--- src/rtl/iee_pkg.sv ---
// ----------------------------------------------------------------------------
// iee_pkg
// Shared types and constants of the infix expression evaluator.
// ----------------------------------------------------------------------------
package iee_pkg;

    localparam int WORD_W = 64;
    localparam int HALF_W = WORD_W / 2;
    localparam int Q_DEPTH = 4;
    localparam int Q_AW = $clog2(Q_DEPTH);
    localparam int Q_CW = $clog2(Q_DEPTH + 1);

    // character codes
    localparam logic [7:0] CH_ZERO  = 8'h30;
    localparam logic [7:0] CH_NINE  = 8'h39;
    localparam logic [7:0] CH_PLUS  = 8'h2B;
    localparam logic [7:0] CH_STAR  = 8'h2A;
    localparam logic [7:0] CH_OPEN  = 8'h28;
    localparam logic [7:0] CH_CLOSE = 8'h29;

    // pending operator
    localparam logic OP_ADD = 1'b0;
    localparam logic OP_MUL = 1'b1;

    typedef enum logic [2:0] {
        CLS_NONE,
        CLS_DIGIT,
        CLS_ADD,
        CLS_MUL,
        CLS_OPEN,
        CLS_CLOSE
    } t_cls;

    // classified character as it sits in the queue
    typedef struct packed {
        t_cls       cls;
        logic [3:0] digit;
        logic       last;
    } t_item;

    // one saved nesting level
    typedef struct packed {
        logic [WORD_W-1:0] product;
        logic [WORD_W-1:0] term;
        logic              op;
    } t_frame;

    typedef enum logic [2:0] {
        S_FETCH,
        S_EXEC,
        S_FOLD,
        S_CLOSE1,
        S_CLOSE2,
        S_FINAL,
        S_EMIT
    } t_state;

    typedef struct packed {
        logic              start;
        logic [WORD_W-1:0] a;
        logic [WORD_W-1:0] b;
    } t_mul_req;

    typedef struct packed {
        logic              busy;
        logic              done;
        logic [WORD_W-1:0] result;
    } t_mul_rsp;

endpackage

--- src/rtl/iee_front.sv ---
// ----------------------------------------------------------------------------
// iee_front
// Accepts characters and classifies them into queue items.
// ----------------------------------------------------------------------------
module iee_front import iee_pkg::*; (
    input  logic       i_clk,
    input  logic       i_rst_n,
    input  logic       i_valid,
    output logic       o_ready,
    input  logic [7:0] i_char_code,
    input  logic       i_last_char,
    output logic       o_push,
    output t_item      o_item,
    input  logic       i_full
);

    function automatic t_item classify(input logic [7:0] c, input logic last);
        t_item it;
        it.digit = 4'd0;
        it.last  = last;
        if (c >= CH_ZERO && c <= CH_NINE) begin
            it.cls   = CLS_DIGIT;
            it.digit = 4'(c - CH_ZERO);
        end else if (c == CH_PLUS) begin
            it.cls = CLS_ADD;
        end else if (c == CH_STAR) begin
            it.cls = CLS_MUL;
        end else if (c == CH_OPEN) begin
            it.cls = CLS_OPEN;
        end else if (c == CH_CLOSE) begin
            it.cls = CLS_CLOSE;
        end else begin
            it.cls = CLS_NONE;
        end
        return it;
    endfunction

    logic  r_valid;
    logic  n_valid;
    t_item r_item;
    logic  w_take;
    logic  w_push_ok;

    assign w_push_ok = r_valid && !i_full;
    assign o_ready   = !r_valid || !i_full;
    assign w_take    = i_valid && o_ready;
    assign o_push    = w_push_ok;
    assign o_item    = r_item;

    always_comb begin
        n_valid = r_valid;
        if (w_take) begin
            n_valid = 1'b1;
        end else if (w_push_ok) begin
            n_valid = 1'b0;
        end
    end

    always_ff @(posedge i_clk) begin
        if (!i_rst_n) begin
            r_valid <= 1'b0;
        end else begin
            r_valid <= n_valid;
        end
    end

    always_ff @(posedge i_clk) begin
        if (w_take) begin
            r_item <= classify(i_char_code, i_last_char);
        end
    end

endmodule

--- config.mk ---
export PLATFORM = sky130hd
export DESIGN_NAME = iee_front
export DESIGN_NICKNAME = d
export VERILOG_FILES = /design/src/rtl/iee_pkg.sv /design/src/rtl/iee_front.sv
export SDC_FILE = /design/constraint.sdc
export NUM_CORES = 1
export LEC_CHECK = 0
export CAP_MARGIN = 10
export CORE_AREA = 2 2 39 41
export DETAILED_ROUTE_END_ITERATION = 10
export DIE_AREA = 0 0 41 43
export DONT_BUFFER_PORTS = 1
export SLEW_MARGIN = 20
export SYNTH_ARGS = -nofsm -noshare
export SYNTH_HDL_FRONTEND = slang
export SYNTH_SLANG_ARGS = --single-unit
--- constraint.sdc ---
create_clock -name i_clk -period 1.09 [get_ports i_clk]
set_input_delay 0.218 -clock i_clk [delete_from_list [all_inputs] [get_ports i_clk]]
set_output_delay 0.218 -clock i_clk [all_outputs]
set_load 0.01 [all_outputs]
## Word-level counts from Yosys, hierarchy flattened

Index checks and enable logic that the tools add are counted.

- Register bits after elaboration: 9
- Bits of input ports: 13
- Word-level logic and storage cells: 26

- Add/subtract/negate cells: 1
- Magnitude comparators: 2
- Equal/unequal tests: 4
- Muxes and demuxes: 6
- Reduce and logical (&&, ||, !) cells: 8

Operators by type and width:

| cell | number |
|---|---|
| $eq A8 B6 Y1 const B | 4 |
| $ge A8 B6 Y1 const B | 1 |
| $le A8 B6 Y1 const B | 1 |
| $mux W3 | 2 |
| $mux W2 | 2 |
| $sub A4 B1 Y4 const B | 1 |
| $logic_and A1 B1 Y1 | 3 |
| $reduce_or A3 Y1 | 1 |
| $logic_not A1 Y1 | 2 |
| $mux W1 | 2 |
| $reduce_bool A2 Y1 | 1 |
| $logic_or A1 B1 Y1 | 1 |

## Logic depth before layout (Yosys ltp)

- Depth in word-level cells: 5
- Depth in mapped cells: 3
- Mapped depth without buffers: 3

## Least setup slack after synthesis

Ideal clock, no wire load.

- Kind: reg-to-reg
- Start: reg r_valid
- End: reg r_item, in the netlist o_item[0] (enable)
- Setup time: 332 ps
- Arrival: 695 ps
- Data required time: 758 ps
- Slack: 63 ps
- Stages on the path, launching flop included: 3
- Buffers on the path: 0
- Period minus slack after synthesis: 1027 ps
- Path through: dfxtp_1 nand2_1 and2_1

- Cells in the longest elaborated chain, start to end: 3

RTL lines:

| item | line | text |
|---|---|---|
| from (decl) | iee_front.sv:38 | `logic r_valid;` |
| from (signal assigned) | iee_front.sv:63 | `r_valid <= n_valid;` |
| $logic_not A1 Y1 | iee_front.sv:45 | `assign o_ready = !r_valid \|\| !i_full;` |
| $logic_or A1 B1 Y1 | iee_front.sv:45 |  |
| net o_ready | iee_front.sv:9 | `output logic o_ready,` |
| $logic_and A1 B1 Y1 | iee_front.sv:46 | `assign w_take = i_valid && o_ready;` |
| to (signal assigned) | iee_front.sv:69 | `r_item <= classify(i_char_code, i_last_char);` |
| to (decl) | iee_front.sv:40 | `t_item r_item;` |

The timed path passes the listed nets, and every way through them passes these cells.
A chain may end at the register's enable or synchronous reset.

## Final worst setup path

- Start: reg r_valid
- End: out o_ready

- Cells in the longest elaborated chain, start to end: 2

RTL lines:

| item | line |
|---|---|
| $logic_not A1 Y1 | iee_front.sv:45 |
| $logic_or A1 B1 Y1 | iee_front.sv:45 |
| to (decl) | iee_front.sv:9 |

No other way between the ends.

==> impl_results.md <==
- Post-Layout Inst Area: 493.0 um2
- Top-area cell type share of the netlist area: 57.66%
- Setup TNS: 0 ps
- Hold Path Cell Cnt: 0
- Crit path max fanout: 3
- Cell with the most instances after synthesis: edfxtp_1
- Unrepaired setup endpoints after global routing: false
- Number of CTS-inserted buffers: 3
- Share of cells above drive strength 1: 27.03%
- #FFs+latches synth: 9
- Kind of critical path: reg -> out
- Filler cell count: 140
- Largest area contributor in the netlist: edfxtp_1
- Core area: 1384 um2
- Worst rel slew slack: 85.34%
- Worst vdd ir: 0.0003630 V
- Seq/Total Area, Yosys: 62.46%
- Number of library cell types mapped by synthesis: 19
- Syn. warnings: 0
- Primary FF master, synth: edfxtp_1
- Routed vias/inst: 4.887
- Tightest Pin Transition: 219.5 ps
- # diodes: 0
- Synth area leaders: edfxtp_1 58%, dfxtp_1 4.8%, nor3b_4 4.5%, nor3b_1 3.6%, nor4b_2 3.6%
- Htree depth: 1
- Via count: 259
- Startpoint types: flop
- Cts hold-fix bufs: 0
- Final hold vios: 0
- Clk sinks: 9
- Clock-pin slew on the worst setup and hold paths: 60 ps
- Mean Syn Cell Area: 13.44 um2
- Maxcap violations: 0
- Max Root-Sink Buffers: 2
- Post-DRT Antenna Nets: 0
- Initial Util: 30.11%
- Chip height: 43 um
- Hold Path Class: in -> reg
- Post-DP Area: 464.2 um2
- Worst setup margin: 67.85 ps
- Clock group share of total power: 34.4%
- Pwr Density: 1428 nW/um2
- Final core occ: 35.62%
- Die area: 1763 um2
- Total GRT Usage: 8.952%
- Worst hold start: i_last_char
- Hold Path End: o_item[0]
- # rows: 14
- Final setup viols: 0
- Critical Path AT: 800 ps
- Leak: 0.1590 nW
- Worst-skew pair later-pin latency: 250 ps
- Syn-to-layout area delta: 18.32%
- Pin count of the biggest net entering global routing: 9
- Nets: 51
- Initial antenna violation count: 0
- Int Pwr: 0.5659 mW
- R2R depth: 3
- Post-Synthesis Cells: 31
- Comb power frac: 7.2%
- Syn nets: 44
- Status: completed
- First-pass GRT wire length: 1.007 mm
- Gpl congestion: 0.6793
- I/O Buffers: 0
- Seq pwr share: 58.5%
- Flop-to-flop setup slack: 120 ps
- Initial DRC count: 0
- RR Startpoint: r_valid
- Min Tclk post-route: 1022 ps
- WL final: 682 um
- Critical path data required time: 870 ps
- Clk_skew: 5.468 ps
- Die width: 41 um
- First-pass DRT Iterations: 1
- Number of global-route vias before repair: 273
- CP endpoint kind: primary output
- EDFF count, synth: 8
- I/O Pins: 23
- CTS tree: done
- Avg WL per Cell: 12.87 um
- Worst slack at placement: 100.7 ps
- Pins Over Slew Limit: 0
- Ys async rst share: 0%
- Reg2reg end: o_item[1]
- Fmax: 978.3 MHz
- DR DRC count: 0
- GRT overflow: 0
- Switching Share: 19.62%
- Cell Area, Synth: 416.7 um2
- Final cycle utilization of the critical path: 93.78%
- Detailed Place HPWL: 536.1 um
- Sw Pwr: 0.1382 mW
- Final Power: 0.7040 mW
- CTS Root Cell: clkbuf_4
[state kept, by name, summed over array words and instances, names as in the netlist]
| signal | cells |
|---|---|
| r_valid | 1 |
| o_item | 8 |
[worst max path at each step]
| stage | startpoint | endpoint | slack, ps | depth (start not counted) |
|---|---|---|---|---|
| finish | r_valid | o_ready | 70 | 2 |
| global route | r_valid | o_ready | 4 | 2 |
| CTS | r_valid | o_push | 30 | 1 |
| detailed placement | i_char_code[7] | o_item[6] | 100 | 3 |
| global placement | r_valid | o_item[2] | 150 | 3 |
| floorplan | r_valid | o_item[0] | 60 | 2 |
[final cells by class]
class                      instances  area [um2]  area share, %
sequential                         9       260.3          52.79
inverter                           1       3.754         0.7614
clock buffer                       4       26.28          5.330
tap                               16       20.02          4.061
timing repair buffer               2       27.53          5.584
multi-input combinational         21       155.1          31.47
[logic make-up (layout without fill, tap and decap cells)]
| kind of cell | count (synthesis) | after routing | synth area share (%) |
|---|---|---|---|
| AO/OA/AOI/OAI | 5 | 5 | 6.907 |
| buffers and inverters | 1 | 7 | 0.9000 |
| AND/OR/NAND/NOR | 16 | 16 | 29.73 |
| flip-flops | 9 | 9 | 62.46 |
[cell usage in the layout, fill, tap and decap left out]
cell type  instances
edfxtp_1           8
clkbuf_4           3
nand2_1            2
nor3b_1            2
a21oi_1            2
nor3_1             2
and2_1             1
nor2b_2            1
nor3b_4            1
nand2_2            1
nor3b_2            1
o21ai_0            1
nor2_1             1
inv_1              1
nand4bb_1          1
o22ai_1            1
o21a_1             1
nor2b_1            1
nand3_1            1
nor4b_2            1
clkbuf_1           1
buf_12             1
buf_4              1
dfxtp_1            1
[routing by layer]
metal / vias up / GRT usage (%) / wire length (um) / part of all wire [%]
met3: 0 / 2.618 / 47 / 6.9
li1: 130 / - / - / -
met5: - / 0 / 0 / 0
met2: 17 / 11.25 / 325 / 48
met4: 0 / 8.000 / 0 / 0
met1: 112 / 11.74 / 309 / 45
[what timing repair did]
item | 4_1_cts | 5_1_grt
resized for setup | 0 | 1
buffers inserted | 0 | 0
endpoints found under the setup margin | 0 | 1
[power groups by stage]
stage / sequential (mW) / clock (mW) / combinational, mW
6_report: 0.412 / 0.242 / 0.0504
4_1_cts: 0.412 / 0.253 / 0.0504
3_3_place_gp: 0.419 / 0 / 0.0484
5_1_grt: 0.413 / 0.267 / 0.0551
3_5_place_dp: 0.419 / 0 / 0.0506
2_1_floorplan: 0.416 / 0 / 0.0327
[per-stage QoR]
stage	instances	hold WS (ps)
final	53	57.03
after global routing	53	45.05
after CTS	53	48.09
after detailed placement	49	316.9
after global placement	49	316.9
after floorplan	31	316.9
[critical path: stages, from the launching register on]
cell and delay (ps):
dfxtp_1 340, nand2_1 70, buf_4 140
(Power assumes the default switching activity.)
