[config.mk]
export PLATFORM = sky130hd
export DESIGN_NAME = iee_queue
export DESIGN_NICKNAME = d
export VERILOG_FILES = /design/src/rtl/iee_pkg.sv /design/src/rtl/iee_queue.sv
export SDC_FILE = /design/constraint.sdc
export NUM_CORES = 1
export LEC_CHECK = 0
export BUFFER_PORTS_ARGS = -buffer_cell sky130_fd_sc_hd__buf_2
export CAP_MARGIN = 20
export CORE_UTILIZATION = 45
export CTS_BUF_LIST = sky130_fd_sc_hd__clkbuf_16
export CTS_CLUSTER_DIAMETER = 100
export CTS_CLUSTER_SIZE = 20
export DETAILED_ROUTE_END_ITERATION = 16
export PLACE_DENSITY = 0.76
export SLEW_MARGIN = 20
export SYNTH_ARGS = -nofsm -noshare
export SYNTH_HDL_FRONTEND = slang
export SYNTH_SLANG_ARGS = --single-unit
[constraint.sdc]
create_clock -name i_clk -period 2.4 [get_ports i_clk]
set_clock_uncertainty 0.15 [all_clocks]
set_input_delay 0.36 -clock i_clk [delete_from_list [all_inputs] [get_ports i_clk]]
set_output_delay 0.36 -clock i_clk [all_outputs]
set_load 0.05 [all_outputs]
[src/rtl/iee_pkg.sv]
// ----------------------------------------------------------------------------
// iee_pkg
// Shared types and constants of the infix expression evaluator.
// ----------------------------------------------------------------------------
package iee_pkg;

    localparam int WORD_W = 64;
    localparam int HALF_W = WORD_W / 2;
    localparam int Q_DEPTH = 4;
    localparam int Q_AW = $clog2(Q_DEPTH);
    localparam int Q_CW = $clog2(Q_DEPTH + 1);

    // character codes
    localparam logic [7:0] CH_ZERO  = 8'h30;
    localparam logic [7:0] CH_NINE  = 8'h39;
    localparam logic [7:0] CH_PLUS  = 8'h2B;
    localparam logic [7:0] CH_STAR  = 8'h2A;
    localparam logic [7:0] CH_OPEN  = 8'h28;
    localparam logic [7:0] CH_CLOSE = 8'h29;

    // pending operator
    localparam logic OP_ADD = 1'b0;
    localparam logic OP_MUL = 1'b1;

    typedef enum logic [2:0] {
        CLS_NONE,
        CLS_DIGIT,
        CLS_ADD,
        CLS_MUL,
        CLS_OPEN,
        CLS_CLOSE
    } t_cls;

    // classified character as it sits in the queue
    typedef struct packed {
        t_cls       cls;
        logic [3:0] digit;
        logic       last;
    } t_item;

    // one saved nesting level
    typedef struct packed {
        logic [WORD_W-1:0] product;
        logic [WORD_W-1:0] term;
        logic              op;
    } t_frame;

    typedef enum logic [2:0] {
        S_FETCH,
        S_EXEC,
        S_FOLD,
        S_CLOSE1,
        S_CLOSE2,
        S_FINAL,
        S_EMIT
    } t_state;

    typedef struct packed {
        logic              start;
        logic [WORD_W-1:0] a;
        logic [WORD_W-1:0] b;
    } t_mul_req;

    typedef struct packed {
        logic              busy;
        logic              done;
        logic [WORD_W-1:0] result;
    } t_mul_rsp;

endpackage

[src/rtl/iee_queue.sv]
// ----------------------------------------------------------------------------
// iee_queue
// Short FIFO of classified items between front and back.
// ----------------------------------------------------------------------------
module iee_queue import iee_pkg::*; (
    input  logic  i_clk,
    input  logic  i_rst_n,
    input  logic  i_push,
    input  t_item i_item,
    output logic  o_full,
    input  logic  i_pop,
    output logic  o_valid,
    output t_item o_item
);

    t_item            r_mem [Q_DEPTH];
    logic [Q_AW-1:0]  r_wr;
    logic [Q_AW-1:0]  r_rd;
    logic [Q_CW-1:0]  r_count;
    logic [Q_AW-1:0]  n_wr;
    logic [Q_AW-1:0]  n_rd;
    logic [Q_CW-1:0]  n_count;
    logic             w_wr;
    logic             w_rd;

    assign o_full  = (r_count == Q_CW'(Q_DEPTH));
    assign o_valid = (r_count != '0);
    assign o_item  = r_mem[r_rd];
    assign w_wr    = i_push && !o_full;
    assign w_rd    = i_pop && o_valid;

    always_comb begin
        n_wr    = w_wr ? Q_AW'(r_wr + 1'b1) : r_wr;
        n_rd    = w_rd ? Q_AW'(r_rd + 1'b1) : r_rd;
        n_count = r_count;
        if (w_wr && !w_rd) begin
            n_count = Q_CW'(r_count + 1'b1);
        end else if (w_rd && !w_wr) begin
            n_count = Q_CW'(r_count - 1'b1);
        end
    end

    always_ff @(posedge i_clk) begin
        if (!i_rst_n) begin
            r_wr    <= '0;
            r_rd    <= '0;
            r_count <= '0;
        end else begin
            r_wr    <= n_wr;
            r_rd    <= n_rd;
            r_count <= n_count;
        end
    end

    always_ff @(posedge i_clk) begin
        if (w_wr) begin
            r_mem[r_wr] <= i_item;
        end
    end

endmodule

; Word-level counts from Yosys, hierarchy flattened
; Memory sizes are Yosys's and may differ from the RTL's. A register that Yosys moved wholly into a read port is not among the register bits.
; Index checks and enable logic that the tools add are counted.
; Widths: inputs -> output; s select.
[word_totals]
reg_bits = 7
ramBits = 32
in_bits = 12
word_cells = 24
mem_count = 1
[mem_list]
columns = memory, words, width, rd, rd_ports_with_merged_regs, write_ports, line_no
row1 = r_mem, 4, 8, 1, 1, 1, iee_queue.sv:16  ; t_item r_mem [Q_DEPTH];
[op_classes]
addsub = 4
eq_ne = 1
n_mux = 6
reduce_logical = 9
[op_table]
columns = cell, n
row1 = $mux 3, 2
row2 = $add 2x1->2 const B, 2
row3 = $logic_and 1x1->1, 4
row4 = $mux 2, 2
row5 = $add 3x1->3 const B, 1
row6 = $eq 3x3->1 const B, 1
row7 = $logic_not 1->1, 3
row8 = $reduce_bool 3->1, 1
row9 = $sub 3x1->3 const B, 1
row10 = $mux 1, 2
row11 = $reduce_bool 2->1, 1

; Longest topological paths before layout
[depth]
depth_word = 7
ltp_mapped = 9
mapped_depth_nobuf = 8

; Least setup slack after synthesis
; Ideal clock, no wire load.
[synth_timing]
path_kind = register to register
startpoint = reg r_count[2]
endpoint = reg r_count[2]
arrival_ns = 2.290
required_time_ns = 2.180
slack_ns = -0.110
stages_incl_launch_ff = 10
path_buffers = 1
period_less_slack_ns = 2.510
path_cell_list = dfxtp_1 > nor3b_2 > nor2b_1 > buf_6 > ha_1 > inv_1 > fa_1 > xor2_1 > or3_1 > a21boi_1
[synth_via]
elab_chain_len = 6
word_cells_on_any_way = 14
classes_between = add/sub: 2 / eq/ne: 1 / mux: 2 / reduce/logical: 9
[synth_lines]
columns = item, line_no
row1 = start: declaration, iee_queue.sv:19  ; logic [Q_CW-1:0] r_count;
row2 = start signal: assignment, iee_queue.sv:51  ; r_count <= n_count;
row3 = $eq 3x3->1 *, iee_queue.sv:26  ; assign o_full = (r_count == Q_CW'(Q_DEPTH));
row4 = via o_full, iee_queue.sv:10  ; output logic o_full,
row5 = $logic_not 1->1 *, iee_queue.sv:29  ; assign w_wr = i_push && !o_full;
row6 = $logic_and 1x1->1 *, iee_queue.sv:29
row7 = via w_wr, iee_queue.sv:23  ; logic w_wr;
row8 = $logic_not 1->1, iee_queue.sv:38  ; end else if (w_rd && !w_wr) begin
row9 = $logic_and 1x1->1, iee_queue.sv:38
row10 = $reduce_bool 2->1 (no source line), n/a
; Mark *: on every way through the listed nets, which the timed path passes. The rest lies on a longest branch. The select of a mux whose other input is x is not followed.
; A chain may end at the register's enable or synchronous reset.

; Worst setup path after layout
[layout_timing]
startpoint = reg r_count[1]
endpoint = reg r_count[2]
[layout_via]
elab_chain_len = 6
word_cells_on_any_way = 14
classes_between = add/sub: 2 / eq/ne: 1 / mux: 2 / reduce/logical: 9
[layout_lines]
columns = item
row1 = "parallel branches: the longest is 6 deep, another holds $sub 3x1->3"
; Several ways; the timed one is not identified. The select of a mux whose other input is x is not followed.

==> implementation parameters <==
Parameter                              Value

GRT
  Total global-route track usage    0.141
  Via count of the first global-routing pass    around 880
  Global-route wire length before repair    approximately 3.9 mm
  Antenna violations before repair    0
  Pin count of the biggest net entering global routing    13
  Total global routing overflow    0

Finish
  Layout fillers    between 200 and 300
  Final layout net count    ~140
  Proportion of layout cells with a drive suffix above 1    0.368
  Post-layout util    0.577
  Layout area overhead    20.0%
  Diode count    0

Timing
  Max Freq    approximately 0.44 GHz
  Tightest Pin Transition    0.441 ns
  Period utilisation layout    0.945
  Fin Setup TNS    0 ns
  Slew HR    0.706
  Setup repair after global routing missed its margin    false
  Final setup violating endpoints    0
  Final Slew Violations    0
  Final critical delay including setup and external delays    ~2.3 ns
  Final number of hold-violating endpoints    0

Power and ir drop
  Largest vdd supply drop    approximately 530 uV
  Clock network fraction of design power    0.288
  Total internal power    between 1500 and 2000 uW
  Sequential group share of total power    0.389
  Comb pwr share    0.322
  Sw frac    0.324
  Static Leakage    0.000723 uW
  Switching power    792 uW
  Pwr/cell area    1240 nW/um^2

Worst hold path
  Origin of the worst min-delay path    i_item[2]
  Path category of the worst min-delay check    input port to register
  Worst hold path stage count    1

Critical path
  Arrival time of data at the critical path endpoint    about 2.3 ns
  Crit path max-delay cell type    sky130_fd_sc_hd__dfxtp_1
  Crit. End Element    register
  Worst R2R Start    r_count[1]$_SDFFE_PN0P_
  Critical path launch point type    register
  Critical path startpoint    r_count[1]$_SDFFE_PN0P_
  Critical Path Max Stage Delay    a little under 0.5 ns
  Worst path required time    between 2 and 2.5 ns
  Cells along the critical path    nor3b_4, nor2b_1, ha_1, inv_1, fa_1, xor2_1, or3_1, a21boi_1
  Critical path fanouts, max    6
  Worst Path Class, Setup    register to register
  R2R cell count    8

Routing
  Number of design rule violations left after detail routing    0
  Antenna violation net count after detailed routing    0
  Number of vias per cell after detailed routing    around 5.0
  DR vias    820
  First DRT Iteration DRCs    59
  WL/cell    14.7 um
  Pre-Repair DR Iteration Count    4
  Total wire length after detailed routing    approximately 2.4 mm

Floorplanning
  Area enclosed by the die boundary    3890 sq um
  Number of top-level pins    22
  Initial cell density of the core    0.481
  Die extent in y    between 60 and 70 um
  Chip Width    between 60 and 70 um
  Site Rows    21
  Area of the core    3420 sq um

Clock network
  CTS Buf Count    5
  Count of clock tree sinks    between 40 and 50
  Htree depth    2
  Clock tree from TritonCTS    built
  Root cell of the clock tree    sky130_fd_sc_hd__clkbuf_16
  Clock slew at the register clock pins of the worst setup and hold paths    around 0.050 ns
  Setup Buffers After CTS    0
  Worst-Skew Late Latency    0.27 ns
  Buffer levels on the longest clock path    2

Synth
  #FFs+latches synth    41
  Number of unique standard cell types used by synthesis    23
  Count of synthesis-stage warnings from yosys    0
  Syn_area_per_cell    18.2 sq um
  Synthesized net count    between 100 and 150
  Fraction of the yosys area taken by sequential cells    0.695
  Area of the mapped netlist    approximately 1600 sq um
  Synth Instances    90

Placed design
  Final HPWL from detailed placement    about 1.7 mm
  Quantity of I/O buffers inserted on ports    21
  Routability congestion estimate from global placement    ~0.74

Job
  Number of max-capacitance violations reported    0

Outcome
  Outcome    completed
routing by layer:
| layer | up-vias | share of wire | global-route usage |
|---|---|---|---|
| met5 | - | 0 | 0 |
| met4 | 0 | 0.0042 | 0.0349 |
| met3 | 2 | 0.049 | 0.0693 |
| met2 | 18 | 0.55 | 0.261 |
| met1 | 410 | 0.40 | 0.137 |
| li1 | 390 | - | - |
kinds of logic after synthesis:
family                   after synthesis  synth area share
AO/OA/AOI/OAI                          4            0.0206
multiplexers                          11             0.128
flip-flops                            41             0.695
XOR/XNOR                               4            0.0213
adder cells (fa/ha/maj)                6            0.0503
AND/OR/NAND/NOR                       17            0.0633
buffers and inverters                  7            0.0213
through the flow:
| step | hold WS [ns] | instance area [sq um] | total power (uW) | setup slack [ns] | cells |
|---|---|---|---|---|---|
| final | 0.149 | 1970 | 2450 | 0.133 | 163 |
| after floorplan | 0.309 | 1650 | 1580 | 0.0806 | 90 |
| after global routing | 0.145 | 1970 | 2550 | 0.00321 | 163 |
| after CTS | 0.145 | 1970 | 2480 | 0.117 | 163 |
| after global placement | 0.328 | 1810 | 1740 | 0.256 | 156 |
| after detailed placement | 0.340 | 1810 | 1760 | 0.145 | 156 |
flip-flops by register name (all words and copies together), names as in the netlist, named ones only:
register  count
r_mem        32
r_count       3
r_rd          2
r_wr          2
power groups by stage:
stage,clock network [uW],logic (uW),registers (uW)
after detailed placement,0,792,968
final,706,789,953
after global placement,0,778,958
after global routing,743,844,967
after CTS,724,798,954
after floorplan,0,645,938
Yosys cell counts (all sizes together):
cell type	number	area, sq um
o31ai	1	12.5
buf	3	20.0
o311ai	1	8.76
nor3b	1	12.5
nor2b	2	12.5
or3	2	13.8
o21ai	1	5.00
nand2	4	15.0
fa	1	20.0
mux4	8	180
ha	5	62.6
xor2	1	8.76
and2	8	50.1
xnor2	3	26.3
dfxtp	9	180
mux2i	3	30.0
a21boi	1	7.51
clkbuf	1	3.75
edfxtp	32	961
inv	3	11.3
cells in the final DEF (no fill, tap or decap), types with 4 or more instances in the layout:
cell type / instances
sky130_fd_sc_hd__dfxtp_1: 8
sky130_fd_sc_hd__mux4_2: 8
sky130_fd_sc_hd__ha_1: 5
sky130_fd_sc_hd__nand2_1: 4
sky130_fd_sc_hd__and2_1: 8
sky130_fd_sc_hd__clkbuf_16: 5
sky130_fd_sc_hd__buf_2: 21
sky130_fd_sc_hd__edfxtp_1: 32
critical path: cells and delay by family (launching register included):
kind,cells,cell delay (ns)
adders and majority gates,2,0.60
and+or+nand+nor,3,0.58
DFF,1,0.49
xor gates and xnor gates,1,0.18
AOI/OAI and AO/OA,1,0.14
buffers and inverters,1,0.07
path summary, 6_finish.rpt:
check | end | slack (ns)
setup reg to reg | r_count[2]$_SDFFE_PN0P_ | 0.13
hold / removal | r_mem[2][2]$_DFFE_PP_ | 0.15
setup / recovery | r_count[2]$_SDFFE_PN0P_ | 0.13
hold reg to reg | r_wr[1]$_SDFFE_PN0P_ | 0.34
layout make-up:
cell class | instances | area, sq um | area share
repair buffers | 24 | 128 | 0.0648
inverters | 3 | 11.3 | 0.00571
flip-flops and latches | 41 | 1140 | 0.580
well taps | 46 | 57.6 | 0.0292
multi-input cells | 42 | 472 | 0.239
clock buffers | 5 | 125 | 0.0635
clock inverters | 2 | 35.0 | 0.0178
timing repair:
action,4_1_cts,5_1_grt
hold buffers,0,0
setup endpoints to repair,0,1
resized for setup,0,1
No activity file was read; power rests on OpenSTA's default activity.
