### src/rtl/iee_pkg.sv
// ----------------------------------------------------------------------------
// iee_pkg
// Shared types and constants of the infix expression evaluator.
// ----------------------------------------------------------------------------
package iee_pkg;

    localparam int WORD_W = 64;
    localparam int HALF_W = WORD_W / 2;
    localparam int Q_DEPTH = 4;
    localparam int Q_AW = $clog2(Q_DEPTH);
    localparam int Q_CW = $clog2(Q_DEPTH + 1);

    // character codes
    localparam logic [7:0] CH_ZERO  = 8'h30;
    localparam logic [7:0] CH_NINE  = 8'h39;
    localparam logic [7:0] CH_PLUS  = 8'h2B;
    localparam logic [7:0] CH_STAR  = 8'h2A;
    localparam logic [7:0] CH_OPEN  = 8'h28;
    localparam logic [7:0] CH_CLOSE = 8'h29;

    // pending operator
    localparam logic OP_ADD = 1'b0;
    localparam logic OP_MUL = 1'b1;

    typedef enum logic [2:0] {
        CLS_NONE,
        CLS_DIGIT,
        CLS_ADD,
        CLS_MUL,
        CLS_OPEN,
        CLS_CLOSE
    } t_cls;

    // classified character as it sits in the queue
    typedef struct packed {
        t_cls       cls;
        logic [3:0] digit;
        logic       last;
    } t_item;

    // one saved nesting level
    typedef struct packed {
        logic [WORD_W-1:0] product;
        logic [WORD_W-1:0] term;
        logic              op;
    } t_frame;

    typedef enum logic [2:0] {
        S_FETCH,
        S_EXEC,
        S_FOLD,
        S_CLOSE1,
        S_CLOSE2,
        S_FINAL,
        S_EMIT
    } t_state;

    typedef struct packed {
        logic              start;
        logic [WORD_W-1:0] a;
        logic [WORD_W-1:0] b;
    } t_mul_req;

    typedef struct packed {
        logic              busy;
        logic              done;
        logic [WORD_W-1:0] result;
    } t_mul_rsp;

endpackage

### src/rtl/iee_mul.sv
// ----------------------------------------------------------------------------
// iee_mul
// 64x64 multiplier, low word only, from three 32x32 partial products.
// ----------------------------------------------------------------------------
module iee_mul import iee_pkg::*; (
    input  logic     i_clk,
    input  logic     i_rst_n,
    input  t_mul_req i_req,
    output t_mul_rsp o_rsp
);

    logic [WORD_W-1:0] r_a;
    logic [WORD_W-1:0] r_b;
    logic              r_busy;
    logic [1:0]        r_cnt;
    logic [WORD_W-1:0] r_p;
    logic              r_pv;
    logic [1:0]        r_pk;
    logic [WORD_W-1:0] r_acc;
    logic              r_done;

    logic              n_busy;
    logic [1:0]        n_cnt;
    logic              n_pv;
    logic              n_done;
    logic [WORD_W-1:0] n_acc;
    logic [HALF_W-1:0] w_x;
    logic [HALF_W-1:0] w_y;
    logic [WORD_W-1:0] w_prod;

    // partial product schedule: lo*lo, lo*hi, hi*lo
    always_comb begin
        case (r_cnt)
            2'd0: begin
                w_x = r_a[HALF_W-1:0];
                w_y = r_b[HALF_W-1:0];
            end
            2'd1: begin
                w_x = r_a[HALF_W-1:0];
                w_y = r_b[WORD_W-1:HALF_W];
            end
            2'd2: begin
                w_x = r_a[WORD_W-1:HALF_W];
                w_y = r_b[HALF_W-1:0];
            end
            default: begin
                w_x = '0;
                w_y = '0;
            end
        endcase
    end

    assign w_prod = WORD_W'(w_x) * WORD_W'(w_y);

    always_comb begin
        n_busy = r_busy;
        n_cnt  = r_cnt;
        n_pv   = 1'b0;
        n_done = 1'b0;
        n_acc  = r_acc;
        if (i_req.start) begin
            n_busy = 1'b1;
            n_cnt  = 2'd0;
        end else if (r_busy) begin
            if (r_cnt != 2'd3) begin
                n_pv  = 1'b1;
                n_cnt = 2'(r_cnt + 1'b1);
            end
            if (r_pv) begin
                if (r_pk == 2'd0) begin
                    n_acc = r_p;
                end else begin
                    n_acc = r_acc + {r_p[HALF_W-1:0], {HALF_W{1'b0}}};
                end
                if (r_pk == 2'd2) begin
                    n_done = 1'b1;
                    n_busy = 1'b0;
                end
            end
        end
    end

    always_ff @(posedge i_clk) begin
        if (!i_rst_n) begin
            r_busy <= 1'b0;
            r_cnt  <= 2'd0;
            r_pv   <= 1'b0;
            r_done <= 1'b0;
        end else begin
            r_busy <= n_busy;
            r_cnt  <= n_cnt;
            r_pv   <= n_pv;
            r_done <= n_done;
        end
    end

    always_ff @(posedge i_clk) begin
        if (i_req.start) begin
            r_a <= i_req.a;
            r_b <= i_req.b;
        end
        r_p   <= w_prod;
        r_pk  <= r_cnt;
        r_acc <= n_acc;
    end

    assign o_rsp.busy   = r_busy;
    assign o_rsp.done   = r_done;
    assign o_rsp.result = r_acc;

endmodule

### config.mk
export PLATFORM = sky130hd
export DESIGN_NAME = iee_mul
export DESIGN_NICKNAME = d
export VERILOG_FILES = /design/src/rtl/iee_pkg.sv /design/src/rtl/iee_mul.sv
export SDC_FILE = /design/constraint.sdc
export NUM_CORES = 2
export LEC_CHECK = 0
export ABC_AREA = 1
export BUFFER_PORTS_ARGS = -buffer_cell sky130_fd_sc_hd__buf_2
export CAP_MARGIN = 20
export CORE_AREA = 2 2 229 344
export DETAILED_ROUTE_END_ITERATION = 6
export DIE_AREA = 0 0 231 346
export PLACE_DENSITY = 0.8
export SYNTH_ARGS = -nofsm -noshare
export SYNTH_HDL_FRONTEND = slang
export SYNTH_SLANG_ARGS = --single-unit
### constraint.sdc
create_clock -name i_clk -period 7.9 [get_ports i_clk]
set_clock_uncertainty 0.2 [all_clocks]
set_input_delay 1.185 -clock i_clk [delete_from_list [all_inputs] [get_ports i_clk]]
set_output_delay 1.185 -clock i_clk [all_outputs]
set_load 0.02 [all_outputs]
Word-level counts from Yosys, hierarchy flattened. Index checks and enable logic that the tools add are counted.

Bits of input ports: 131. Word-level logic and storage cells: 38. Memories kept: 0. Bits in read-only memories: 0. Bits in writable memories: 0. Bits in registers: 263. Latch bits: 0. Output and inout port bits: 66.

Shift-type cells: 0. Equal/unequal tests: 4. Reductions and logical operators: 9. Multiplexer cells: 9. Multipliers: 1. Order comparisons: 0. Divide/modulo/power cells: 0. Bitwise gates (word level): 4. Add/subtract/negate cells: 2.

Operator list (count): $pmux W32 S2 (2); $add A64 B64 Y64 (1); $mul A32 B32 Y64 (1); $mux W64 (1); $mux W1 (6); $reduce_or A2 Y1 (3); $eq A2 B2 Y1 const B (2); $logic_not A2 Y1 (2); $not A1 Y1 (4); $reduce_or A4 Y1 (1); $reduce_and A3 Y1 (1); $reduce_or A3 Y1 (1); $add A2 B1 Y2 const B (1); $eq A2 B1 Y1 const B (1); $ne A2 B2 Y1 const B (1); $reduce_and A2 Y1 (1).

Longest topological paths before layout.
Word-level depth: 5. Depth in mapped cells: 39. Mapped depth without buffers: 35.

Least setup slack after synthesis. No wires, ideal clock.

Path type: reg2reg. From: reg r_cnt[0]. To: reg r_p[63]. Library setup time: 0.112 ns. Clock period less this slack: 7.269 ns. Data arrival time: 6.956 ns. Slack: 0.631 ns. Stages on the path, launching flop included: 31. Data required time: 7.588 ns. Cells stage by stage: dfxtp_1 -> inv_2 -> buf_2 -> ha_1 -> nor2_4 -> inv_4 -> buf_6 -> a22oi_4 -> buf_4 -> nor2_1 -> fa_1 -> fa_1 -> inv_1 -> fa_1 -> fa_1 -> inv_1 -> fa_1 -> fa_1 -> fa_1 -> inv_1 -> fa_1 -> inv_1 -> ha_1 -> nand2_1 -> nor2_1 -> and2_1 -> nand2_1 -> nor3_2 -> nand2_1 -> nand3_1 -> nand2_1.

Word-level cells in the longest chain between the ends: 4. Elaborated cells on any way between the ends: 8. Classes of those cells: 1 x mul; 2 x eq/ne; 2 x mux; 3 x reduce/logical.

Ends and longest elaborated chain: from (decl) (line iee_mul.sv:15) `logic [1:0] r_cnt;`; from (signal assigned) (line iee_mul.sv:91) `r_cnt <= n_cnt;`; $eq A2 B1 Y1 (tied with other cells) (line iee_mul.sv:33) `case (r_cnt)`; $reduce_or A2 Y1 (no source line); $pmux W32 S2 (line iee_mul.sv:33); $mul A32 B32 Y64 * (line iee_mul.sv:53) `assign w_prod = WORD_W'(w_x) * WORD_W'(w_y);`; net w_prod[63] (line iee_mul.sv:29) `logic [WORD_W-1:0] w_prod;`; to (signal assigned) (line iee_mul.sv:102) `r_p <= w_prod;`; to (decl) (line iee_mul.sv:16) `logic [WORD_W-1:0] r_p;`.

Mark *: on every way through the listed nets, which the timed path passes. The rest lies on a longest branch. A chain may end at the register's enable or synchronous reset.

Worst setup path after layout.
From: reg r_cnt[1]. To: reg r_p[52].

The elaborated chain is that of the path after synthesis.

==> reports/results.txt <==
Largest net degree at the start of global routing: 64
Core Rows: 125
Dpl hpwl: 139 mm
Worst Hold Class: reg2reg
Register area: 0.00719 sq mm
CP dominant cell by count: fa_1
I/O pin total: 197
Critical path required time: 8150 ps
Layout Nets: 7,236
PortBufs: 196
Max Clk Rate: 0.129 GHz
Status: completed
Buffers & Inverters on Critical Path: 10
Avg Synthesized Cell Area: 8.34 sq um
CORE AREA: 0.0769 sq mm
Kind of critical path: reg2reg
Fillers: 6,335
Clock sink count: 263
First-pass GRT wire length: 244 mm
Residual DRC: 0
Slew Limit Headroom: 0.329
Total Routing Usage GR: 0.425
Initial DRC count: 3,122
Setup slack after layout: 137 ps
Crit-path max FO: 11
Number of enable flip-flop cells after synthesis: 192
Yosys cell types: 43
Yosys warning count: 0
Fin crit share: 0.983
Syn Std Cell Area: 0.0459 sq mm
Placement Setup Slack: -132 ps
Maximum buffer depth of the clock tree: 3
CTS tree: yes
Initial antenna violation count: 6
Setup crit start kind: register
Die area: 0.0799 sq mm
# setup viols final: 0
Post-Syn Nets: 6,825
Slew Limit Fails: 0
GP Congestion: 1.08
DR WL/cell: 24.1 um
Max cap viols: 0
RSZ-0062 raised after global routing: true
Gate Count Post-Synth: 5,499
Clock Root Buffer: clkbuf_16
Post-synthesis sequential area ratio: 0.157
Delay-heaviest family, CP: adder cells
Worst Max-Slew Pin Slew: 1010 ps
# H-tree levels: 1
CP max-delay cell: fa_2
Vias in the first global route: 40.9k
CTS Buf Count: 26
Die Span X: 231 um
Slowest Stage Delay on Critical Path: 630 ps
Worst endpoint data arrival time: 8010 ps
Grt ovf: 0
#FFs+latches synth: 263
DRT antenna net count: 0
Syn-to-layout area delta: 13.6%
Type of destination of the critical path: register
Prevailing post-synth register cell: edfxtp_1
Initial Util: 0.596
Die height: 346 um
Ratio of cells with drive above 1 in the final layout: 0.144
Post-synthesis async set-or-reset flop share: 0
DP Area: 0.0501 sq mm
Drt via density: 5.57
Min cycle time layout: 7760 ps
Final WL: 168 mm
Reg clk slew, reported paths: 60 ps
Drt pass-1 iters: 7
Multi-input gate area: 0.0330 sq mm
Fin area: 0.0521 sq mm
Final hold violation count: 0
Vias: 38.7k
Worst-Skew Late Latency: 590 ps
[flip-flops by register name, indices dropped and copies added, names as in the netlist]
name    cells
r_a        64
r_acc      64
r_b        64
r_busy      1
r_cnt       2
r_done      1
r_p        64
r_pk        2
r_pv        1
[stage by stage]
step	hold slack, ps	util	setup TNS (ps)	instances
after floorplan	171	-	0	5499
after global placement	272	0.651	-149	6846
after detailed placement	286	0.651	-1010	6846
after CTS	303	0.662	0	6895
after global routing	331	0.677	-850	6945
final	308	0.677	0	6947
[synthesized netlist by cell type, types with 2 or more instances]
| library cell | number | share of area |
|---|---|---|
| nor2_4 | 13 | 0.0032 |
| nand3b_1 | 7 | 0.0011 |
| nor3_2 | 6 | 0.0013 |
| inv_1 | 1325 | 0.11 |
| nor3_1 | 17 | 0.0019 |
| a21oi_2 | 10 | 0.0019 |
| xor2_1 | 32 | 0.0061 |
| o21ai_0 | 14 | 0.0015 |
| ha_1 | 298 | 0.081 |
| buf_4 | 43 | 0.0070 |
| nor4_1 | 3 | 0.00041 |
| o21ai_1 | 2 | 0.00022 |
| buf_1 | 3 | 0.00025 |
| or2_1 | 2 | 0.00027 |
| nand2_2 | 4 | 0.00055 |
| nor2_2 | 8 | 0.0011 |
| inv_2 | 22 | 0.0018 |
| o21bai_1 | 13 | 0.0021 |
| buf_6 | 19 | 0.0047 |
| and3_1 | 2 | 0.00027 |
| a22oi_4 | 12 | 0.0056 |
| or2_2 | 7 | 0.00095 |
| a21oi_1 | 78 | 0.0085 |
| xnor2_1 | 9 | 0.0017 |
| clkinv_1 | 2 | 0.00016 |
| a22oi_2 | 19 | 0.0052 |
| fa_1 | 897 | 0.39 |
| a21oi_4 | 12 | 0.0043 |
| and2_1 | 2 | 0.00027 |
| buf_2 | 105 | 0.011 |
| nor2_1 | 751 | 0.061 |
| nand2_1 | 1363 | 0.11 |
| edfxtp_1 | 192 | 0.13 |
| clkbuf_1 | 18 | 0.0015 |
| nand3_1 | 98 | 0.011 |
| nand4_1 | 14 | 0.0019 |
| dfxtp_1 | 71 | 0.031 |
[worst paths after layout]
path,from,to,slack [ps],cells past startpoint
setup / recovery,r_cnt[1],r_p[52],140,30
hold / removal,r_busy,r_busy,310,2
setup reg to reg,r_cnt[1],r_p[52],140,30
hold reg to reg,r_busy,r_busy,310,2
[layout make-up]
| cell class | count | area share |
|---|---|---|
| diodes | 2 | 0.0000961 |
| clock buffers | 33 | 0.0134 |
| clock inverters | 14 | 0.00192 |
| inverters | 1350 | 0.0979 |
| multi-input cells | 3698 | 0.634 |
| flip-flops and latches | 263 | 0.138 |
| well taps | 1016 | 0.0244 |
| repair buffers | 571 | 0.0900 |
[timing repair]
action | in CTS | in global routing
pin swaps | 1 | 39
endpoints found under the setup margin | 33 | 45
setup buffers | 2 | 45
hold buffers | 0 | 0
gates cloned | 0 | 4
resized for setup | 7 | 172
[tightest hold or removal path, delay by kind of cell (launching register included)]
| kind | cells | cell delay, ps |
|---|---|---|
| and+or+nand+nor | 1 | 80 |
| AOI/OAI and AO/OA | 1 | 50 |
| DFF | 1 | 340 |
[layout by cell type, fill, tap and decap left out, drive strengths merged]
cell type  instances
dfxtp             71
a22oi             32
inv             1349
nor4               3
o21bai            14
nor3              23
nor2             772
nand3             98
fa               897
nand4             14
o211ai             1
nand2           1367
a31oi              1
and3               2
a211oi             1
clkinv            11
ha               298
edfxtp           192
clkbuf            37
nand3b             7
xnor2              9
buf              567
xor2              32
o21ai             16
a21oi            100
and2               2
or2                9
diode              2
clkinvlp           4
[metal layers]
| metal | part of all wire | track usage | wire length (um) | vias up |
|---|---|---|---|---|
| li1 | - | - | - | 16700 |
| met1 | 0.29 | 0.415 | 49400 | 18700 |
| met2 | 0.48 | 0.718 | 81000 | 2272 |
| met3 | 0.085 | 0.0921 | 14300 | 951 |
| met4 | 0.14 | 0.440 | 22800 | 4 |
| met5 | 0.00017 | 0 | 29 | - |
[logic make-up (layout without fill, tap and decap cells)]
logic type | Yosys count | in the layout | synth area share
adder cells (fa/ha/maj) | 1195 | 1195 | 0.473
AND/OR/NAND/NOR | 2297 | 2297 | 0.197
AO/OA/AOI/OAI | 165 | 165 | 0.0302
XOR/XNOR | 41 | 41 | 0.00783
buffers and inverters | 1538 | 1968 | 0.135
other | 0 | 2 | 0
flip-flops | 263 | 263 | 0.157
Power is left out: the tool's default activity adds up to more than one toggle a clock period on the data nets, which glitch-free logic cannot reach.
