[src/rtl/iee_pkg.sv]
// ----------------------------------------------------------------------------
// iee_pkg
// Shared types and constants of the infix expression evaluator.
// ----------------------------------------------------------------------------
package iee_pkg;

    localparam int WORD_W = 64;
    localparam int HALF_W = WORD_W / 2;
    localparam int Q_DEPTH = 4;
    localparam int Q_AW = $clog2(Q_DEPTH);
    localparam int Q_CW = $clog2(Q_DEPTH + 1);

    // character codes
    localparam logic [7:0] CH_ZERO  = 8'h30;
    localparam logic [7:0] CH_NINE  = 8'h39;
    localparam logic [7:0] CH_PLUS  = 8'h2B;
    localparam logic [7:0] CH_STAR  = 8'h2A;
    localparam logic [7:0] CH_OPEN  = 8'h28;
    localparam logic [7:0] CH_CLOSE = 8'h29;

    // pending operator
    localparam logic OP_ADD = 1'b0;
    localparam logic OP_MUL = 1'b1;

    typedef enum logic [2:0] {
        CLS_NONE,
        CLS_DIGIT,
        CLS_ADD,
        CLS_MUL,
        CLS_OPEN,
        CLS_CLOSE
    } t_cls;

    // classified character as it sits in the queue
    typedef struct packed {
        t_cls       cls;
        logic [3:0] digit;
        logic       last;
    } t_item;

    // one saved nesting level
    typedef struct packed {
        logic [WORD_W-1:0] product;
        logic [WORD_W-1:0] term;
        logic              op;
    } t_frame;

    typedef enum logic [2:0] {
        S_FETCH,
        S_EXEC,
        S_FOLD,
        S_CLOSE1,
        S_CLOSE2,
        S_FINAL,
        S_EMIT
    } t_state;

    typedef struct packed {
        logic              start;
        logic [WORD_W-1:0] a;
        logic [WORD_W-1:0] b;
    } t_mul_req;

    typedef struct packed {
        logic              busy;
        logic              done;
        logic [WORD_W-1:0] result;
    } t_mul_rsp;

endpackage

[src/rtl/iee_back.sv]
// ----------------------------------------------------------------------------
// iee_back
// Executes queued items: level state, nesting stack and result register.
// ----------------------------------------------------------------------------
module iee_back import iee_pkg::*; #(
    parameter int STACK_DEPTH = 16
) (
    input  logic                       i_clk,
    input  logic                       i_rst_n,
    input  logic                       i_mode,
    input  logic                       i_q_valid,
    input  t_item                      i_q_item,
    output logic                       o_q_pop,
    output t_mul_req                   o_mul_req,
    input  t_mul_rsp                   i_mul_rsp,
    output logic                       o_out_valid,
    input  logic                       i_out_ready,
    output logic [WORD_W-1:0]          o_out_value,
    output logic                       o_out_malformed,
    output t_state                     o_state,
    output logic [$clog2(STACK_DEPTH+1)-1:0] o_level
);

    localparam int LW = $clog2(STACK_DEPTH + 1);
    localparam int AW = $clog2(STACK_DEPTH);
    localparam logic [LW-1:0] FULL_LVL = LW'(STACK_DEPTH);

    t_state            r_state;
    t_state            n_state;
    t_item             r_item;
    t_item             n_item;
    logic [WORD_W-1:0] r_product;
    logic [WORD_W-1:0] n_product;
    logic [WORD_W-1:0] r_term;
    logic [WORD_W-1:0] n_term;
    logic              r_op;
    logic              n_op;
    logic [LW-1:0]     r_level;
    logic [LW-1:0]     n_level;
    logic              r_err;
    logic              n_err;
    logic              r_out_valid;
    logic              n_out_valid;
    logic [WORD_W-1:0] r_out_value;
    logic              r_out_mal;
    logic              w_load_out;

    // nesting stack
    t_frame            mem [STACK_DEPTH];
    t_frame            r_rd;
    logic              w_mem_we;
    logic              w_mem_re;
    logic [LW-1:0]     w_lvl_dec;
    logic [AW-1:0]     w_rd_addr;
    logic [AW-1:0]     w_wr_addr;

    logic              w_fold;
    logic              w_open_ok;
    logic              w_close_ok;
    logic              w_char_end;
    logic              w_out_free;

    assign w_lvl_dec  = LW'(r_level - 1'b1);
    assign w_rd_addr  = w_lvl_dec[AW-1:0];
    assign w_wr_addr  = r_level[AW-1:0];
    assign w_out_free = !r_out_valid || i_out_ready;

    assign w_fold     = (r_item.cls == CLS_MUL) && i_mode;
    assign w_open_ok  = (r_item.cls == CLS_OPEN) && (r_level != FULL_LVL);
    assign w_close_ok = (r_item.cls == CLS_CLOSE) && (r_level != '0);

    // character fully applied to the top level this cycle
    always_comb begin
        w_char_end = 1'b0;
        case (r_state)
            S_EXEC:   w_char_end = !w_fold && !w_close_ok;
            S_FOLD:   w_char_end = i_mul_rsp.done;
            S_CLOSE1: w_char_end = i_mul_rsp.done && (r_rd.op == OP_ADD);
            S_CLOSE2: w_char_end = i_mul_rsp.done;
            default:  w_char_end = 1'b0;
        endcase
    end

    // next state
    always_comb begin
        n_state = r_state;
        case (r_state)
            S_FETCH: begin
                if (i_q_valid) begin
                    n_state = S_EXEC;
                end
            end
            S_EXEC: begin
                if (w_fold) begin
                    n_state = S_FOLD;
                end else if (w_close_ok) begin
                    n_state = S_CLOSE1;
                end
            end
            S_CLOSE1: begin
                if (i_mul_rsp.done && r_rd.op == OP_MUL) begin
                    n_state = S_CLOSE2;
                end
            end
            S_FINAL: begin
                if (i_mul_rsp.done) begin
                    n_state = S_EMIT;
                end
            end
            S_EMIT: begin
                if (w_out_free) begin
                    n_state = S_FETCH;
                end
            end
            default: n_state = r_state;
        endcase
        if (w_char_end) begin
            n_state = r_item.last ? S_FINAL : S_FETCH;
        end
    end

    // datapath and outputs
    always_comb begin
        n_item      = r_item;
        n_product   = r_product;
        n_term      = r_term;
        n_op        = r_op;
        n_level     = r_level;
        n_err       = r_err;
        n_out_valid = r_out_valid && !i_out_ready;
        w_load_out  = 1'b0;
        w_mem_we    = 1'b0;
        w_mem_re    = 1'b0;
        o_q_pop     = 1'b0;
        o_mul_req   = '0;
        case (r_state)
            S_FETCH: begin
                o_q_pop = i_q_valid;
                if (i_q_valid) begin
                    n_item = i_q_item;
                end
            end
            S_EXEC: begin
                case (r_item.cls)
                    CLS_DIGIT: begin
                        if (r_op == OP_MUL) begin
                            n_term = r_term * WORD_W'(r_item.digit);
                        end else begin
                            n_term = r_term + WORD_W'(r_item.digit);
                        end
                    end
                    CLS_ADD: n_op = OP_ADD;
                    CLS_MUL: begin
                        if (i_mode) begin
                            o_mul_req.start = 1'b1;
                            o_mul_req.a     = r_product;
                            o_mul_req.b     = r_term;
                        end else begin
                            n_op = OP_MUL;
                        end
                    end
                    CLS_OPEN: begin
                        if (w_open_ok) begin
                            w_mem_we  = 1'b1;
                            n_level   = LW'(r_level + 1'b1);
                            n_product = WORD_W'(1);
                            n_term    = '0;
                            n_op      = OP_ADD;
                        end else begin
                            n_err = 1'b1;
                        end
                    end
                    CLS_CLOSE: begin
                        if (w_close_ok) begin
                            w_mem_re        = 1'b1;
                            o_mul_req.start = 1'b1;
                            o_mul_req.a     = r_product;
                            o_mul_req.b     = r_term;
                        end else begin
                            n_err = 1'b1;
                        end
                    end
                    default: ;
                endcase
            end
            S_FOLD: begin
                if (i_mul_rsp.done) begin
                    n_product = i_mul_rsp.result;
                    n_term    = '0;
                    n_op      = OP_ADD;
                end
            end
            S_CLOSE1: begin
                // inner value ready, outer level popped
                if (i_mul_rsp.done) begin
                    n_product = r_rd.product;
                    n_op      = r_rd.op;
                    n_level   = w_lvl_dec;
                    if (r_rd.op == OP_MUL) begin
                        o_mul_req.start = 1'b1;
                        o_mul_req.a     = r_rd.term;
                        o_mul_req.b     = i_mul_rsp.result;
                    end else begin
                        n_term = r_rd.term + i_mul_rsp.result;
                    end
                end
            end
            S_CLOSE2: begin
                if (i_mul_rsp.done) begin
                    n_term = i_mul_rsp.result;
                end
            end
            S_EMIT: begin
                if (w_out_free) begin
                    n_out_valid = 1'b1;
                    w_load_out  = 1'b1;
                    n_product   = WORD_W'(1);
                    n_term      = '0;
                    n_op        = OP_ADD;
                    n_level     = '0;
                    n_err       = 1'b0;
                end
            end
            default: ;
        endcase
        // last character: product of the finished level
        if (w_char_end && r_item.last) begin
            o_mul_req.start = 1'b1;
            o_mul_req.a     = n_product;
            o_mul_req.b     = n_term;
        end
    end

    always_ff @(posedge i_clk) begin
        if (!i_rst_n) begin
            r_state     <= S_FETCH;
            r_product   <= WORD_W'(1);
            r_term      <= '0;
            r_op        <= OP_ADD;
            r_level     <= '0;
            r_err       <= 1'b0;
            r_out_valid <= 1'b0;
        end else begin
            r_state     <= n_state;
            r_product   <= n_product;
            r_term      <= n_term;
            r_op        <= n_op;
            r_level     <= n_level;
            r_err       <= n_err;
            r_out_valid <= n_out_valid;
        end
    end

    always_ff @(posedge i_clk) begin
        r_item <= n_item;
        if (w_load_out) begin
            r_out_value <= i_mul_rsp.result;
            r_out_mal   <= r_err || (r_level != '0);
        end
    end

    always_ff @(posedge i_clk) begin
        if (w_mem_we) begin
            mem[w_wr_addr] <= t_frame'{product: r_product, term: r_term, op: r_op};
        end
        if (w_mem_re) begin
            r_rd <= mem[w_rd_addr];
        end
    end

    assign o_out_valid     = r_out_valid;
    assign o_out_value     = r_out_value;
    assign o_out_malformed = r_out_mal;
    assign o_state         = r_state;
    assign o_level         = r_level;

endmodule

[config.mk]
export PLATFORM = sky130hd
export DESIGN_NAME = iee_back
export DESIGN_NICKNAME = d
export VERILOG_FILES = /design/src/rtl/iee_pkg.sv /design/src/rtl/iee_back.sv
export SDC_FILE = /design/constraint.sdc
export NUM_CORES = 2
export LEC_CHECK = 0
export ABC_AREA = 1
export BUFFER_PORTS_ARGS = -buffer_cell sky130_fd_sc_hd__buf_4
export CAP_MARGIN = 25
export CORE_UTILIZATION = 49
export CTS_CLUSTER_DIAMETER = 80
export DETAILED_ROUTE_END_ITERATION = 12
export HOLD_SLACK_MARGIN = 0.08
export SLEW_MARGIN = 10
export SYNTH_ARGS = -nofsm -noshare
export SYNTH_HDL_FRONTEND = slang
export SYNTH_SLANG_ARGS = --single-unit
[constraint.sdc]
create_clock -name i_clk -period 11.1 [get_ports i_clk]
set_clock_uncertainty 0.05 [all_clocks]
set_input_delay 0.555 -clock i_clk [delete_from_list [all_inputs] [get_ports i_clk]]
set_output_delay 0.555 -clock i_clk [all_outputs]
set_load 0.01 [all_outputs]
# Word level (Yosys, flattened, before mapping)
# Memories as Yosys holds them, arrays and structs flattened. A register that Yosys moved wholly into a read port is not among the register bits.
# Index checks and enable logic that the tools add are counted.
[word_totals] wordCells=134 ramBits=2064 mem_count=1 in_bits=79 output_inout_bits=204 regBits=212
[classes] add_sub_neg=4 n_reduce_logical=26 n_mul=1 n_mux=61 eq_ne=28 bitwise=1
[mem_list] name="mem" words=16 word_bits=129 read_ports=1 rd_clocked_by_memory_dff=1 write_ports=1 line_no="iee_back.sv:49" text="t_frame mem [STACK_DEPTH];"
[ops] cell="two-way mux 64 bit" n=12
[ops] cell="two-way mux 129 bit" n=5
[ops] cell="one-hot mux 129 bit (2 select lines)" n=2
[ops] cell="one-hot mux 64 bit (5 select lines)" n=1
[ops] cell="one-hot mux 64 bit (4 select lines)" n=1
[ops] cell="one-hot mux 64 bit (2 select lines)" n=1
[ops] cell="adder 64 x 4 -> 64 bit" n=1
[ops] cell="adder 64 bit" n=1
[ops] cell="multiplier 64 x 4 -> 64 bit" n=1
[ops] cell="inequality test 3 bit (second input constant)" n=9
[ops] cell="two-way mux 3 bit" n=8
[ops] cell="two-way mux 1 bit" n=20
[ops] cell="two-way mux 5 bit" n=4
[ops] cell="equality test 3 bit (second input constant)" n=5
[ops] cell="one-hot mux 3 bit (5 select lines)" n=1
[ops] cell="one-hot mux 5 bit (3 select lines)" n=1
[ops] cell="equality test 3 x 2 -> 1 bit (second input constant)" n=4
[ops] cell="inequality test 2 bit (second input constant)" n=5
[ops] cell="AND reduction 5 bit" n=2
[ops] cell="logical AND 1 bit" n=8
[ops] cell="AND reduction 7 bit" n=1
[ops] cell="equality test 3 x 1 -> 1 bit (second input constant)" n=2
[ops] cell="one-hot mux 1 bit (3 select lines)" n=2
[ops] cell="AND reduction 6 bit" n=1
[ops] cell="other kinds (18)" n=23

# Depth between registers and ports, before layout
[depth] ltp_word=7 mapped_depth=28 depth_no_buf=25

# Least setup slack after synthesis
# Ideal clock, no wire load.
[synth_path] kind="register -> output" start="register r_level[0], in the netlist o_level[0]" end="output port o_mul_req[100] (netlist name)" required_time_ps=10495 t_arrival_ps=8277 stages_incl_launch_ff=16 path_slack_ps=2218 path_buffers=6 cell_sequence="dfxtp_1 > buf_2 > inv_1 > buf_2 > clkbuf_1 > clkbuf_1 > ha_1 > nand3_1 > nand2_1 > nor2_1 > nor2_1 > inv_2 > buf_2 > clkbuf_1 > a22oi_1 > o21ai_0"
[synth_lines] item="from (decl)" line_no="iee_back.sv:38" text="logic [LW-1:0] r_level;"
[synth_lines] item="from (signal assigned)" line_no="iee_back.sv:248" text="r_level <= n_level;"
[synth_lines] item="to (decl)" line_no="iee_back.sv:14" text="output t_mul_req o_mul_req,"

==> qor.yml <==
job:
  max-cap-violations: 0
logic_synthesis:
  synthSimpleGateAreaFrac: 0.139
  yosysSeqAreaShare: 0.619
  yosys_most_used_dff: "edfxtp_1"
  synth_top_family_by_area: "simple AND/OR/NAND/NOR gates"
  synthAdderAreaFrac: 0.0364
  synthArstFlopShare: 0
  synthXorXnorAreaFrac: 0.00535
  synth-compound-area-share: 0.137
  syn_inst: 11300
  synth_edf_count: 2266
  ys_ff_latch: 2405
  syn_area_um2: 114000
  ys_types: 51
  yosysWarnings: 0
  synth.avg_cell_area_um2: 10.2
  syn-num-nets: 11600
  muxShareOfSynthArea: 0.00140
floorplanning:
  io_pins: 283
  rows: 177
  die_y_um: 485
  die_area_um2: 235000
  coreArea_um2: 232000
  start_util: 0.493
  die-width_um: 485
layout:
  design_area_um2: 129000
  final_common_cell: "edfxtp_1"
  mostFrequentLayoutCells: "2,266 x edfxtp_1, 1,770 x nand2_1, 1,706 x nor2_1"
  syn_to_final_growth_pct: 12.5
  drive_gt1_frac: 0.0782
  fin_nets: 11700
grt:
  grt_overflow: 0
  grt_pass1_vias: 82900
  grt_pass1_wl_mm: 600
  antenna_found_initial: 11
  grt_max_degree: 164
  grt_usage: 0.355
worst_setup_path:
  rr_worst_depth: 9
  criticalPathCategory: "reg -> out"
  crit_path_end_kind: "primary output"
  start_kind: "register"
  crit_arrival_ns: 6.04
  required_ns: 10.50
  cp_max_fo: 23
worst_hold_path:
  hold_depth: 6
  min_path_type: "in -> reg"
sta:
  setup_violations: 0
  tightest_slew_ns: 1.18
  tns_ns: 0
  fin_crit_sh: 0.598
  rsz0062_at_grt: "false"
  hold_viol_final: 0
  maxSlewViolCount: 0
  max_clock_freq_ghz: 0.151
  fin_crit_ns: 6.64
  relSlewSlack: 0.207
detailed_routing:
  drt_iter0_drc: 11000
  drt_wl_total_mm: 425
  via_count: 88700
  ant_nets: 0
  first_pass_iters: 6
  vias_per_cell: 6.05
  wire_per_inst_um: 29.0
  post-route-drc-count: 0
clock_tree:
  cts_buffers: 241
  h-tree-depth: 4
  cts_tree: "done"
  cts_hold_buf: 73
  numClockSinks: 2405
  post_cts_buffers: 0
  cts-root-buf: "clkbuf_16"
  clock_path_buffers: 3
  clk_pin_slew_ns: 0.07
  ctsResizeCount: 0
  clock_latency_ns: 0.93
placement:
  place_congestion: 1.02
  dp_hpwl_mm: 269
  post_dp_cell_area_um2: 120000
  port_buffers: 281
power:
  ir_worst_vdd_v: 0.000374
  power_leakage_uw: 0.0502
  power_density_nw_per_um2: 253
status:
  status: "complete, no violations"
[stage by stage]
step / util / power (µW) / hold WS [ns] / std cells / setup WS, ns
2_1_floorplan: - / 19500 / 0.417 / 11300 / 2.22
3_3_place_gp: 0.514 / 24000 / 0.439 / 14100 / 5.10
3_5_place_dp: 0.515 / 24200 / 0.453 / 14100 / 5.06
4_1_cts: 0.553 / 32500 / 0.0933 / 14600 / 4.08
5_1_grt: 0.554 / 34100 / 0.177 / 14700 / 4.20
6_report: 0.554 / 32600 / 0.167 / 14700 / 4.46
[report_power, final]
group / switching [µW] / internal [µW] / total (µW)
logic: 9300 / 3640 / 12900
clock network: 3560 / 4750 / 8310
registers: 471 / 10800 / 11300
total: 13300 / 19200 / 32600
[worst max-delay path, stage by stage (launching register included)]
cell and delay [ns]:
dfxtp_1 1.00, ha_1 0.38, fa_1 0.43, inv_1 0.07, fa_1 0.40, inv_1 0.07, ha_1 0.30, nand3_1 0.15
nand3_1 0.19, nand3_1 0.12, nand3_1 0.23, nand2_1 0.14, nand2_1 0.20, nand2_1 0.11, inv_1 0.04, o21ai_0 0.48
nand3_1 0.16, nand3_1 0.13, nand3_1 0.08, nand2_1 0.29, buf_4 0.18
[worst paths after layout]
kind / start / end / slack [ns]
hold reg to reg: r_rd[74] / r_product[9] / 0.43
hold / removal: i_mode / o_state[0] / 0.17
setup / recovery: r_term[2] / o_mul_req[21] / 4.46
setup reg to reg: o_level[0] / r_rd[47] / 5.33
[layout make-up]
cell class              count  area, µm²
repair buffers            543       4700
clock buffers             315       6510
flip-flops and latches   2405      70800
multi-input cells        7035      36700
clock inverters           138       1630
inverters                1174       4450
fillers                 20200     104000
well taps                3043       3810
diodes                      7       17.5
[Yosys cell counts, types with 4 or more instances]
cell type	count	share of area
ha_1	136	0.015
o21bai_1	30	0.0020
buf_4	11	0.00072
a31oi_1	10	0.00055
fa_1	123	0.022
xor2_1	37	0.0028
nand3b_1	23	0.0015
a221oi_1	85	0.0065
buf_1	30	0.00098
o21ai_1	31	0.0014
o211ai_1	89	0.0058
a211oi_1	16	0.0010
nor2_1	1727	0.057
and2_1	11	0.00060
nand2_1	1770	0.058
nand4_1	53	0.0029
o22ai_1	428	0.023
o221ai_1	177	0.014
buf_6	6	0.00059
inv_1	1154	0.038
a22oi_1	131	0.0086
nor2_2	9	0.00049
o2111ai_1	5	0.00038
nor3_1	57	0.0025
clkbuf_1	510	0.017
mux2i_1	16	0.0014
or2_2	7	0.00038
nor3_2	4	0.00035
xnor2_1	31	0.0024
nand3_1	334	0.015
o21ai_0	1438	0.063
edfxtp_1	2266	0.59
inv_2	19	0.00062
buf_2	99	0.0043
nand2_2	9	0.00049
dfxtp_1	139	0.024
a21oi_1	228	0.010
[per-layer routing]
layer,part of all wire,track usage,up-vias
met1,0.40,0.485,43800
met3,0.087,0.0521,850
met5,0.000031,0,-
met2,0.45,0.555,4560
met4,0.056,0.175,2
li1,-,-,39600
[sequential cells by signal (all words and copies together) (netlist names)]
name	flops
r_product	64
r_op	1
r_item	8
r_term	64
o_out_value	64
o_out_malformed	1
o_state	3
mem	2064
o_out_valid	1
r_rd	129
r_err	1
o_level	5
[logic make-up (layout without fill, tap and decap cells)]
family | count (synthesis) | after routing
adder cells (fa/ha/maj) | 259 | 259
multiplexers | 16 | 16
other | 0 | 7
buffers and inverters | 1830 | 2170
AO/OA/AOI/OAI | 2678 | 2678
AND/OR/NAND/NOR | 4013 | 4013
XOR/XNOR | 69 | 69
flip-flops | 2405 | 2405
(Power assumes the default switching activity.)
